--- src/hdl/utf8d_pkg.sv ---
// ----------------------------------------------------------------------------
// utf8d_pkg
// Shared types, constants and helper functions for the UTF-8 byte decoder.
// ----------------------------------------------------------------------------
package utf8d_pkg;

  localparam int BYTE_W = 8;
  localparam int CP_W   = 16;
  localparam int REM_W  = 3;

  // Two top bits of a lead byte.
  localparam logic [1:0] LEAD_TAG = 2'b11;
  // First byte value that is a lead.
  localparam logic [BYTE_W-1:0] LEAD_MIN = 8'hC0;
  localparam logic [BYTE_W-1:0] NUL_BYTE = 8'h00;

  typedef logic [BYTE_W-1:0] byte_t;
  typedef logic [CP_W-1:0]   cp_t;

  // Decoder state carried from one item to the next.
  typedef struct packed {
    byte_t            held;
    logic             pending;
    logic [REM_W-1:0] rem;
    cp_t              acc;
  } utf8d_state_t;

  // Count of set bits from bit 5 of the lead downward, up to the first clear bit.
  function automatic logic [1:0] extra_count(input byte_t lead);
    logic [1:0] k;
    k = 2'd0;
    if (lead[5]) begin
      k = 2'd1;
      if (lead[4]) begin
        k = 2'd2;
        if (lead[3]) begin
          k = 2'd3;
        end
      end
    end
    return k;
  endfunction

  // Lead payload bits placed above the continuation bits, cut to 16 bits.
  // For three or more continuation bytes they fall above bit 15 entirely.
  function automatic cp_t lead_bits(input byte_t lead, input logic [1:0] k);
    cp_t bits;
    unique case (k)
      2'd0:    bits = {5'd0, lead[4:0], 6'd0};
      2'd1:    bits = {lead[3:0], 12'd0};
      default: bits = '0;
    endcase
    return bits;
  endfunction

endpackage

--- src/hdl/utf8_byte_stream_decoder_core.sv ---
// ----------------------------------------------------------------------------
// utf8_byte_stream_decoder_core
// UTF-8 byte stream to 16-bit code point decoder.
// ----------------------------------------------------------------------------
// The block takes one byte per cycle while in_stall is low and gives at most
// one code point per byte. A byte is captured in an input register, decoded
// from there by one shallow step of logic that also updates the sequence
// state, and a completed code point lands in the result register. Input and
// result stages advance together whenever the result register is free or
// being taken, so the sustained rate is one byte per cycle while out_stall
// stays low; a held result under out_stall stalls the input.
module utf8_byte_stream_decoder_core (
  input  logic                clk,
  input  logic                rst_n,
  input  logic                in_valid,
  output logic                in_stall,
  input  utf8d_pkg::byte_t    in_byte_in,
  output logic                out_valid,
  input  logic                out_stall,
  output utf8d_pkg::cp_t      out_code_point
);
  import utf8d_pkg::*;

  logic         in_vld_r;
  byte_t        in_byte_r;
  utf8d_state_t st_r;
  utf8d_state_t st_nxt;
  logic         out_valid_r;
  cp_t          out_code_point_r;
  logic         emit;
  cp_t          code;
  logic         out_free;
  logic         step;

  utf8d_decode u_decode (
    .cur     (st_r),
    .byte_in (in_byte_r),
    .nxt     (st_nxt),
    .emit    (emit),
    .code    (code)
  );

  assign out_free = !out_valid_r || !out_stall;
  assign step     = in_vld_r && out_free;
  assign in_stall = in_vld_r && !out_free;

  always_ff @(posedge clk) begin
    if (!rst_n) begin
      in_vld_r    <= 1'b0;
      out_valid_r <= 1'b0;
      st_r        <= '0;
    end else begin
      if (!in_stall) begin
        in_vld_r <= in_valid;
      end
      if (step) begin
        st_r <= st_nxt;
      end
      if (out_free) begin
        out_valid_r <= step && emit;
      end
    end
  end

  always_ff @(posedge clk) begin
    if (in_valid && !in_stall) begin
      in_byte_r <= in_byte_in;
    end
    if (step && emit) begin
      out_code_point_r <= code;
    end
  end

  assign out_valid      = out_valid_r;
  assign out_code_point = out_code_point_r;

endmodule

--- src/hdl/utf8d_decode.sv ---
// ----------------------------------------------------------------------------
// utf8d_decode
// Next-state and result logic for one byte of the UTF-8 stream.
// ----------------------------------------------------------------------------
module utf8d_decode (
  input  utf8d_pkg::utf8d_state_t cur,
  input  utf8d_pkg::byte_t        byte_in,
  output utf8d_pkg::utf8d_state_t nxt,
  output logic                    emit,
  output utf8d_pkg::cp_t          code
);
  import utf8d_pkg::*;

  logic [1:0] k;
  cp_t        acc_sh;
  cp_t        first_cont;

  assign k          = extra_count(cur.held);
  assign acc_sh     = {cur.acc[CP_W-7:0], byte_in[5:0]};
  assign first_cont = {{(CP_W-6){1'b0}}, byte_in[5:0]};

  always_comb begin
    nxt  = cur;
    emit = 1'b0;
    code = '0;
    priority if (cur.rem != '0) begin
      nxt.acc = acc_sh;
      nxt.rem = cur.rem - REM_W'(1);
      if (cur.rem == REM_W'(1)) begin
        emit     = 1'b1;
        code     = acc_sh | lead_bits(cur.held, k);
        nxt.acc  = '0;
        nxt.held = '0;
      end
    end else if (cur.pending) begin
      if (byte_in[7:6] == LEAD_TAG) begin
        // A second lead flushes the first one on its own.
        emit     = 1'b1;
        code     = {{(CP_W-BYTE_W){1'b0}}, cur.held};
        nxt.held = byte_in;
      end else begin
        // Any other byte is the first continuation, even a plain ASCII one.
        nxt.pending = 1'b0;
        nxt.acc     = first_cont;
        nxt.rem     = {1'b0, k};
        if (k == 2'd0) begin
          emit     = 1'b1;
          code     = first_cont | lead_bits(cur.held, k);
          nxt.acc  = '0;
          nxt.held = '0;
        end
      end
    end else if (byte_in == NUL_BYTE) begin
      emit = 1'b0;
    end else if (byte_in < LEAD_MIN) begin
      emit = 1'b1;
      code = {{(CP_W-BYTE_W){1'b0}}, byte_in};
    end else begin
      nxt.held    = byte_in;
      nxt.pending = 1'b1;
    end
  end

endmodule
--- config.mk ---
export PLATFORM = sky130hd
export DESIGN_NAME = utf8_byte_stream_decoder_core
export DESIGN_NICKNAME = d
export VERILOG_FILES = /design/src/hdl/utf8d_pkg.sv /design/src/hdl/utf8_byte_stream_decoder_core.sv /design/src/hdl/utf8d_decode.sv
export SDC_FILE = /design/constraint.sdc
export NUM_CORES = 1
export LEC_CHECK = 0
export ABC_AREA = 1
export BUFFER_PORTS_ARGS = -buffer_cell sky130_fd_sc_hd__clkbuf_2
export CAP_MARGIN = 15
export CORE_ASPECT_RATIO = 1.4
export CORE_MARGIN = 4
export CORE_UTILIZATION = 50
export CTS_CLUSTER_DIAMETER = 40
export DETAILED_ROUTE_END_ITERATION = 12
export PLACE_DENSITY = 0.76
export SLEW_MARGIN = 15
export SYNTH_ARGS = -nofsm -noshare
export SYNTH_HDL_FRONTEND = slang
export SYNTH_SLANG_ARGS = --single-unit
--- constraint.sdc ---
create_clock -name clk -period 2 [get_ports clk]
set_input_delay 0.6 -clock clk [delete_from_list [all_inputs] [get_ports clk]]
set_output_delay 0.6 -clock clk [all_outputs]
set_load 0.005 [all_outputs]
# Word level (Yosys, flattened, before mapping)
# Cells that the tools add are included.
dict set report totals {
  reg_bits 48
  input_bits 12
  out_inout_bits 18
  wordCells 73
}
dict set report op_classes {
  add_sub_neg 1
  order_cmp 1
  n_eq_ne 8
  mux 36
  bitwise 3
  n_reduce_logical 16
}
# cell n
set ops {}
lappend ops {{$mux W16} 12}
lappend ops {{$mux W8} 6}
lappend ops {{$mux W19} 2}
lappend ops {{$pmux W16 S2} 1}
lappend ops {{$mux W9} 3}
lappend ops {{$mux W20} 1}
lappend ops {{$or A16 B16 Y16} 1}
lappend ops {{$or A6 B16 Y16} 1}
lappend ops {{$logic_not A8 Y1} 1}
lappend ops {{$lt A8 B8 Y1 const B} 1}
lappend ops {{$mux W1} 8}
lappend ops {{$mux W6} 1}
lappend ops {{$ne A3 B2 Y1 const B} 2}
lappend ops {{$reduce_and A5 Y1} 1}
lappend ops {{$logic_and A1 B1 Y1} 4}
lappend ops {{$logic_not A1 Y1} 4}
lappend ops {{$mux W2} 2}
lappend ops {{$ne A4 B1 Y1 const B} 1}
lappend ops {{$eq A3 B1 Y1 const B} 1}
lappend ops {{$reduce_and A3 Y1} 1}
lappend ops {{$reduce_bool A3 Y1} 1}
lappend ops {{$sub A3 B1 Y3 const B} 1}
lappend ops {{$eq A2 B1 Y1 const B} 1}
lappend ops {{$eq A2 B2 Y1 const B} 1}
lappend ops {{7 further kinds} 7}

# Logic depth before layout (Yosys ltp)
# Gate-level depths: netlist of run 1.
dict set report depth {
  word_depth 13
  ltp_mapped 9
  ltp_nobuf 9
}

# Hierarchy
# From an unflattened synthesis of run 1, not the netlist that was laid out.
dict set report unflattened {
  hier_cells 471
  hier_area_um2 3390.8
}
# mod instances cells_per_inst area_per_inst_um2 seq_area_each_um2
set by_module_without_submodules {}
lappend by_module_without_submodules {utf8_byte_stream_decoder_core 1 224 2162.1 1321.3}
lappend by_module_without_submodules {utf8d_decode 1 247 1228.7 0.0}

# Worst setup path before layout of run 1
# No wires, ideal clock.
dict set report synth_timing {
  path_kind {register to register}
  from {register st_r[17] (netlist name)}
  to {register out_code_point_r[0], in the netlist out_code_point[0], enable pin}
  setup_ns 0.364
  t_arrival_ns 1.443
  required_ns 1.636
  setup_slack_ns 0.193
  stages_incl_launch_ff 9
  path_buffers 0
  period_less_slack_ns 1.807
  cell_sequence {dfxtp_1 inv_1 ha_1 inv_1 nor2_2 nor2_1 nor2_1 nand2_1 inv_1}
}
dict set report synth_between {
  elab_chain_len 4
  elab_cells_between_ends 5
  cone_classes {1 x eq/ne; 2 x mux; 2 x reduce/logical}
}
# element line_no
set synth_rtl {}
lappend synth_rtl {{start: declaration} utf8_byte_stream_decoder_core.sv:26} ;# utf8d_state_t st_r;
lappend synth_rtl {{start signal: assignment} utf8_byte_stream_decoder_core.sv:57} ;# st_r <= st_nxt;
lappend synth_rtl {{$eq A3 B1 Y1} utf8d_decode.sv:29} ;# if (cur.rem == REM_W'(1)) begin
lappend synth_rtl {{$mux W1} utf8d_decode.sv:29}
lappend synth_rtl {{$mux W1 (*)} utf8d_decode.sv:26} ;# priority if (cur.rem != '0) begin
lappend synth_rtl {{$logic_and A1 B1 Y1 (*)} utf8_byte_stream_decoder_core.sv:69} ;# if (step && emit) begin
lappend synth_rtl {{end signal: assignment} utf8_byte_stream_decoder_core.sv:70} ;# out_code_point_r <= code;
lappend synth_rtl {{end: declaration} utf8_byte_stream_decoder_core.sv:29} ;# cp_t out_code_point_r;
# Every way passes the cells marked *; elsewhere a longest branch is shown, timed or not.
# A chain may end at the register's enable or synchronous reset.

# Final worst setup path of run 1
dict set report layout_timing {
  from {register st_r[16] (netlist name)}
  to {register out_code_point_r[15], in the netlist out_code_point[15], enable pin}
}
# The elaborated chain is that of the path after synthesis.

==> results of run 1 <==
==> cells by family (layout without fill, tap and decap cells) <==
family	Yosys count	count (layout)	share of synthesized area (%)
buffers and inverters	34	72	6.59
adder cells (fa/ha/maj)	3	3	1.72
flip-flops	47	47	54.1
XOR/XNOR	1	1	0.401
AO/OA/AOI/OAI	51	51	12.0
AND/OR/NAND/NOR	127	127	25.2
==> power by group <==
part	switching (µW)	internal [µW]	total, µW
combinational	106	65.5	172
clock	312	243	555
sequential	28.2	1050	1080
==> worst max-delay path by stage <==
stage | start | slack (ns) | to
2_1_floorplan | st_r[17] | 0.19 | out_code_point[0]
3_3_place_gp | out_stall | 0.31 | out_code_point[15]
3_5_place_dp | st_r[16] | 0.26 | out_code_point[11]
4_1_cts | st_r[16] | 0.22 | out_code_point[4]
5_1_grt | st_r[16] | 0.03 | st_r[25]
6_report | st_r[16] | 0.22 | out_code_point[15]
==> metal layers <==
layer  global-route usage, %  wire [µm]
met5                       0          0
met4                    13.9        337
met1                    22.7       1970
met3                    3.76        292
met2                    31.6       2250
==> placed cells by master (no fill, tap or decap), types with 2 or more instances in the layout <==
cell                          n
sky130_fd_sc_hd__clkbuf_8     5
sky130_fd_sc_hd__nor2_1      29
sky130_fd_sc_hd__nor2_2       4
sky130_fd_sc_hd__o21ai_0     12
sky130_fd_sc_hd__nand3_1     37
sky130_fd_sc_hd__nand2_2      3
sky130_fd_sc_hd__ha_1         3
sky130_fd_sc_hd__dfxtp_1     23
sky130_fd_sc_hd__edfxtp_1    24
sky130_fd_sc_hd__clkinvlp_4   2
sky130_fd_sc_hd__buf_4        8
sky130_fd_sc_hd__a21oi_1     28
sky130_fd_sc_hd__nand2_1     51
sky130_fd_sc_hd__inv_1       23
sky130_fd_sc_hd__clkbuf_2    29
sky130_fd_sc_hd__inv_2        2
sky130_fd_sc_hd__o22ai_1      2
sky130_fd_sc_hd__o21ai_1      8
==> sequential cells by signal (all words and copies together), names as in the netlist <==
| signal | cells |
|---|---|
| in_byte_r | 8 |
| out_valid | 1 |
| in_vld_r | 1 |
| out_code_point | 16 |
| st_r | 21 |
==> worst reg2reg max path, stage by stage, from the launching register on <==
cell	delay (ns)
sky130_fd_sc_hd__dfxtp_1	0.35
sky130_fd_sc_hd__inv_1	0.09
sky130_fd_sc_hd__ha_1	0.24
sky130_fd_sc_hd__inv_2	0.15
sky130_fd_sc_hd__nor2_2	0.05
sky130_fd_sc_hd__nor2_1	0.22
sky130_fd_sc_hd__nor2_1	0.10
sky130_fd_sc_hd__nand2_1	0.12
sky130_fd_sc_hd__inv_1	0.08
sky130_fd_sc_hd__buf_12	0.15
==> metrics by stage <==
step	power, µW	setup WS, ns	std cells	area (µm²)
detailed placement	1280	0.265	353	2440
CTS	1830	0.223	361	2530
global placement	1270	0.313	353	2440
finish	1810	0.221	361	2530
global route	1890	0.0280	361	2530
floorplan	1200	0.193	263	2180
==> cell type report <==
| cell class | instances | share of cell area [%] |
|---|---|---|
| Clock inverter | 3 | 0.792 |
| Timing Repair Buffer | 38 | 8.92 |
| Clock buffer | 5 | 2.72 |
| Multi-Input combinational cell | 182 | 34.0 |
| Sequential cell | 47 | 46.8 |
| Tap cell | 60 | 2.97 |
| Inverter | 26 | 3.86 |
==> impl_metrics.env, run 1 <==
export IMPL_synthToLayoutAreaGrowth_pct=15.7
export IMPL_cellLeakagePower_uw=0.00103
export IMPL_post_route_min_period_ns=1.78
export IMPL_dp_final_hpwl_um=3570
export IMPL_hold_buffers=0
export IMPL_final_hold_violation_count=0
export IMPL_initial_core_util_pct=51.5
export IMPL_grt_overflow=0
export IMPL_placeableCoreArea_um2=4240
export IMPL_cts_sinks=47
export IMPL_post_synth_top_area_fraction_pct=33.0
export IMPL_tritoncts="yes"
export IMPL_fin_worst_skew_ns=0.00244
export IMPL_worstPathRequired_ns=2.07
export IMPL_cellPowerDensity_nw_per_um2=716
export IMPL_routed_via_count=1898
export IMPL_grt_max_degree=17
export IMPL_worst_hold_path_endpoint="in_byte_r[5]"
export IMPL_vdd_drop_max_v=0.000416
export IMPL_chip_height_um=86.2
export IMPL_holdPathStages=1
export IMPL_antenna_violating_nets_post_route=0
export IMPL_wl_per_cell_um=13.4
export IMPL_totalNegativeSetupSlack_ns=0
export IMPL_cts_path_max_buffers=2
export IMPL_synthMostInstantiatedCell="sky130_fd_sc_hd__nand2_1"
export IMPL_syn_num_nets=278
export IMPL_ys_top_cells_by_count="sky130_fd_sc_hd__nand2_1 (51), sky130_fd_sc_hd__nand3_1 (37), sky130_fd_sc_hd__nor2_1 (29), sky130_fd_sc_hd__a21oi_1 (28), sky130_fd_sc_hd__edfxtp_1 (24)"
export IMPL_timing_critical_path_fanout_max=16
export IMPL_final_setup_viol_count=0
export IMPL_nFillCells=395
export IMPL_ios=30
export IMPL_antenna_diode_count=0
export IMPL_ys_types=25
export IMPL_r2r_end="out_code_point[15]"
export IMPL_status="completed"
export IMPL_critical_path_slowest_cell="sky130_fd_sc_hd__dfxtp_1"
export IMPL_mappedNetlistArea_um2=2180
export IMPL_critical_path_class="reg2reg"
export IMPL_worst_path_buf_inv=4
export IMPL_r2r_start="st_r[16]"
export IMPL_detail_route_vias_per_cell=5.26
export IMPL_path_clk_slew_ns=0.08
export IMPL_post_synth_top_area_cell="sky130_fd_sc_hd__edfxtp_1"
export IMPL_post_synth_arst_share_pct=0
export IMPL_hold_path_start="in_byte_in[5]"
export IMPL_final_util_pct=59.6
export IMPL_startpoint_type="register"
export IMPL_antenna_found_initial=0
export IMPL_multi_input_combinational_cell_area_um2=858
export IMPL_io_buffers=29
export IMPL_cp_slowest_stage_delay_ns=0.35
export IMPL_ys_seq_area_share_pct=54.1
export IMPL_max_slew_worst_pin_slew_ns=0.502
export IMPL_max_cap_violations=0
export IMPL_grt_pass1_vias=1802
export IMPL_ff2ff_path_depth=9
export IMPL_hp_class="in2reg"
export IMPL_fin_max_slew_vios=0
export IMPL_relative_max_transition_margin_pct=66.5
export IMPL_worst_r2r_setup_slack_ns=0.22
export IMPL_path_depth=9
export IMPL_cts_post_setup_buffers_inserted=0
export IMPL_cp_arrival_ns=1.85
export IMPL_crit_path_end_kind="register"
export IMPL_drt_total_wl_um=4850
export IMPL_synth_area_per_cell_um2=8.30
export IMPL_ys_seq_elements=47
export IMPL_full_die_area_um2=5500
export IMPL_worst_skew_pair_later_pin_latency_ns=0.30
export IMPL_ys_dominant_reg_cell="sky130_fd_sc_hd__edfxtp_1"
export IMPL_gp_routability_congestion=0.952
export IMPL_min_period_over_period_pct=88.9
export IMPL_cts_root_buf="sky130_fd_sc_hd__clkbuf_8"
export IMPL_synthesis_yosys_warnings=0
export IMPL_layout_area_seq_um2=1180
export IMPL_placement_rows=28
export IMPL_synthCells=263
export IMPL_nets=315
export IMPL_final_layout_size_suffix_gt1_share_pct=18.9
export IMPL_first_iter_violations=95
export IMPL_global_route_wire_length_before_repair_um=8260
export IMPL_max_freq_mhz=562
export IMPL_tritoncts_num_buffers=5
export IMPL_final_hold_worst_slack_ns=0.468
export IMPL_cp_top_family="simple AND/OR/NAND/NOR gates"
export IMPL_rsz_0062_raised_after_global_routing="false"
export IMPL_drt_pass1_iterations=4
export IMPL_synth_edff_count=24
export IMPL_cts_repair_resize_count=0
export IMPL_count_of_unresolved_drc_violations_after_routing=0
export IMPL_synth_top_cells_by_area="sky130_fd_sc_hd__edfxtp_1 (33%), sky130_fd_sc_hd__dfxtp_1 (21%), sky130_fd_sc_hd__nand2_1 (8.8%)"
export IMPL_floorplan_die_width_um=63.9
export IMPL_timing_critical_path_cells="inv_1 -> ha_1 -> inv_2 -> nor2_2 -> nor2_1 -> nor2_1 -> nand2_1 -> inv_1 -> buf_12"
export IMPL_grt_total_usage_pct=19.4
export IMPL_htreeDepth=2
Power figures use the tool's default switching activity.
==> run 2: changes to the inputs <==
--- a/config.mk
+++ b/config.mk
@@ -10,10 +10,12 @@
 export CAP_MARGIN = 15
 export CORE_ASPECT_RATIO = 1.4
 export CORE_MARGIN = 4
-export CORE_UTILIZATION = 50
+export CORE_UTILIZATION = 56
 export CTS_CLUSTER_DIAMETER = 40
 export DETAILED_ROUTE_END_ITERATION = 12
-export PLACE_DENSITY = 0.76
+export GPL_ROUTABILITY_DRIVEN = 0
+export PLACE_DENSITY = 0.83
+export REMOVE_ABC_BUFFERS = 1
 export SLEW_MARGIN = 15
 export SYNTH_ARGS = -nofsm -noshare
 export SYNTH_HDL_FRONTEND = slang
==> run 2 against run 1 <==
Final area is 2.4% higher. Non-clock buffer count grew 8. Die area decreased by 9.6%. Power up 7.3%. Global-route usage rose by 3.9 points. Routed wire length up 4.9%. Count of clock-buffer cells in the layout stayed put. Final cell count decreased by 2.8%. Sequential power barely moved. Critical endpoint is now out_code_point[3]. Largest cell class unchanged. Largest power group unchanged.
==> impl_metrics.env, run 2 (same netlist as run 1, synthesis figures left out) <==
export IMPL_status="completed"
export IMPL_cts_root_buf="sky130_fd_sc_hd__clkbuf_8"
export IMPL_largest_register="st_r"
export IMPL_cellPowerDensity_nw_per_um2=751
export IMPL_initial_core_util_pct=58.9
export IMPL_ios=30
export IMPL_max_cap_violations=0
export IMPL_totalNegativeSetupSlack_ns=0
export IMPL_tritoncts_num_buffers=5
export IMPL_critical_path_slowest_cell="sky130_fd_sc_hd__dfxtp_1"
export IMPL_met3_routed_length_um=422
export IMPL_placeableCoreArea_um2=3710
export IMPL_fin_max_slew_vios=0
export IMPL_hold_buffers=0
export IMPL_cp_arrival_ns=1.89
export IMPL_timing_critical_path_fanout_max=16
export IMPL_maxUsedRoutingLayer="met4"
export IMPL_worstPathRequired_ns=2.07
export IMPL_wl_per_cell_um=14.5
export IMPL_report_power_total_uw=1940
export IMPL_drt_total_wl_um=5090
export IMPL_rsz_0062_raised_after_global_routing="false"
export IMPL_full_die_area_um2=4980
export IMPL_post_route_min_period_ns=1.81
export IMPL_timing_critical_path_cells="inv_1 -> ha_1 -> inv_2 -> nor2_2 -> nor2_1 -> nor2_1 -> nand2_1 -> clkinvlp_4 -> buf_12"
export IMPL_largest_register_ffs=21
export IMPL_htreeDepth=2
export IMPL_tritoncts="yes"
export IMPL_cp_slowest_stage_delay_ns=0.34
export IMPL_cp_top_family="simple AND/OR/NAND/NOR gates"
export IMPL_final_layout_size_suffix_gt1_share_pct=21.0
export IMPL_hp_class="reg2reg"
export IMPL_path_clk_slew_ns=0.08
export IMPL_wl_met1_um=1900
export IMPL_startpoint_type="register"
export IMPL_synthToLayoutAreaGrowth_pct=18.5
export IMPL_vdd_drop_max_v=0.000557
export IMPL_nets=323
export IMPL_cellLeakagePower_uw=0.00108
export IMPL_antenna_violating_nets_post_route=0
export IMPL_grt_max_degree=17
export IMPL_route_met2_wl_um=2480
export IMPL_first_iter_violations=89
export IMPL_floorplan_die_width_um=60.8
export IMPL_detail_route_vias_per_cell=5.63
export IMPL_relative_max_transition_margin_pct=66.3
export IMPL_count_of_unresolved_drc_violations_after_routing=0
export IMPL_max_freq_mhz=552
export IMPL_cpMostUsedCell="sky130_fd_sc_hd__nor2_1"
export IMPL_layout_cells_most_common="sky130_fd_sc_hd__nand2_1"
export IMPL_final_setup_viol_count=0
export IMPL_io_buffers=29
export IMPL_global_route_wire_length_before_repair_um=8560
export IMPL_grt_total_usage_pct=23.3
export IMPL_cts_path_max_buffers=2
export IMPL_worst_path_buf_inv=4
export IMPL_min_period_over_period_pct=90.5
export IMPL_most_common_layout_cells="sky130_fd_sc_hd__nand2_1 (51), sky130_fd_sc_hd__nand3_1 (37), sky130_fd_sc_hd__nor2_1 (29), sky130_fd_sc_hd__clkbuf_2 (29), sky130_fd_sc_hd__a21oi_1 (28)"
export IMPL_placement_rows=26
export IMPL_chip_height_um=81.9
export IMPL_dp_final_hpwl_um=3690
export IMPL_final_util_pct=69.7
export IMPL_antenna_diode_count=0
export IMPL_routed_via_count=1977
export IMPL_nFillCells=307
export IMPL_max_slew_worst_pin_slew_ns=0.506
export IMPL_antenna_found_initial=0
export IMPL_fin_worst_skew_ns=0.00764
export IMPL_critical_path_class="reg2reg"
export IMPL_cts_sinks=47
export IMPL_worst_skew_pair_later_pin_latency_ns=0.30
export IMPL_grt_pass1_vias=1877
export IMPL_crit_path_end_kind="register"
export IMPL_final_hold_violation_count=0
export IMPL_drt_pass1_iterations=4
export IMPL_grt_overflow=0
-- run 2: power breakdown --
part	switching, µW	total (µW)	internal [µW]
clock network	306	672	366
registers	19.5	1070	1050
logic	119	196	77.1
total	445	1940	1500
-- run 2: worst paths after layout --
kind | from | slack [ns] | endpoint | depth (start not counted)
setup / recovery | st_r[16] | 0.19 | out_code_point[3] | 9
hold reg to reg | st_r[26] | 0.46 | st_r[26] | 2
hold / removal | st_r[26] | 0.46 | st_r[26] | 2
setup reg to reg | st_r[16] | 0.19 | out_code_point[3] | 9
-- run 2: timing repair --
item                                    in CTS  in global routing
gates resized for setup                      1                  0
endpoints found under the setup margin      16                 16
setup buffers                                0                  1
cloned                                       0                  0
-- run 2: routing by layer --
metal	vias up	GRT usage, %
met1	869	26.7
met5	-	0
li1	967	-
met4	0	15.4
met2	114	38.0
met3	27	5.19
-- run 2: final cells by class --
cell class / count / area (µm²) / area share (%)
flip-flops and latches: 47 / 1180 / 45.7
multi-input cells: 182 / 858 / 33.2
repair buffers: 46 / 285 / 11.0
inverters: 26 / 101 / 3.92
clock buffers: 5 / 68.8 / 2.66
well taps: 42 / 52.6 / 2.03
clock inverters: 3 / 38.8 / 1.50
-- run 2: worst register-to-register path, delay by kind of cell (launching register included) --
| kind | cells | cell delay (ns) |
|---|---|---|
| buffers and inverters | 4 | 0.46 |
| adder cells (fa/ha/maj) | 1 | 0.25 |
| AND/OR/NAND/NOR | 4 | 0.55 |
| flip-flops | 1 | 0.34 |
-- run 2: through the flow --
| step | cells | setup slack [ns] | cell area (µm²) | hold WS (ns) |
|---|---|---|---|---|
| after floorplan | 255 | 0.0105 | 2140 | 0.441 |
| after global placement | 342 | 0.114 | 2450 | 0.450 |
| after detailed placement | 342 | 0.00783 | 2450 | 0.453 |
| after CTS | 350 | 0.0411 | 2570 | 0.465 |
| after global routing | 351 | 0.0461 | 2590 | 0.472 |
| final | 351 | 0.189 | 2590 | 0.463 |
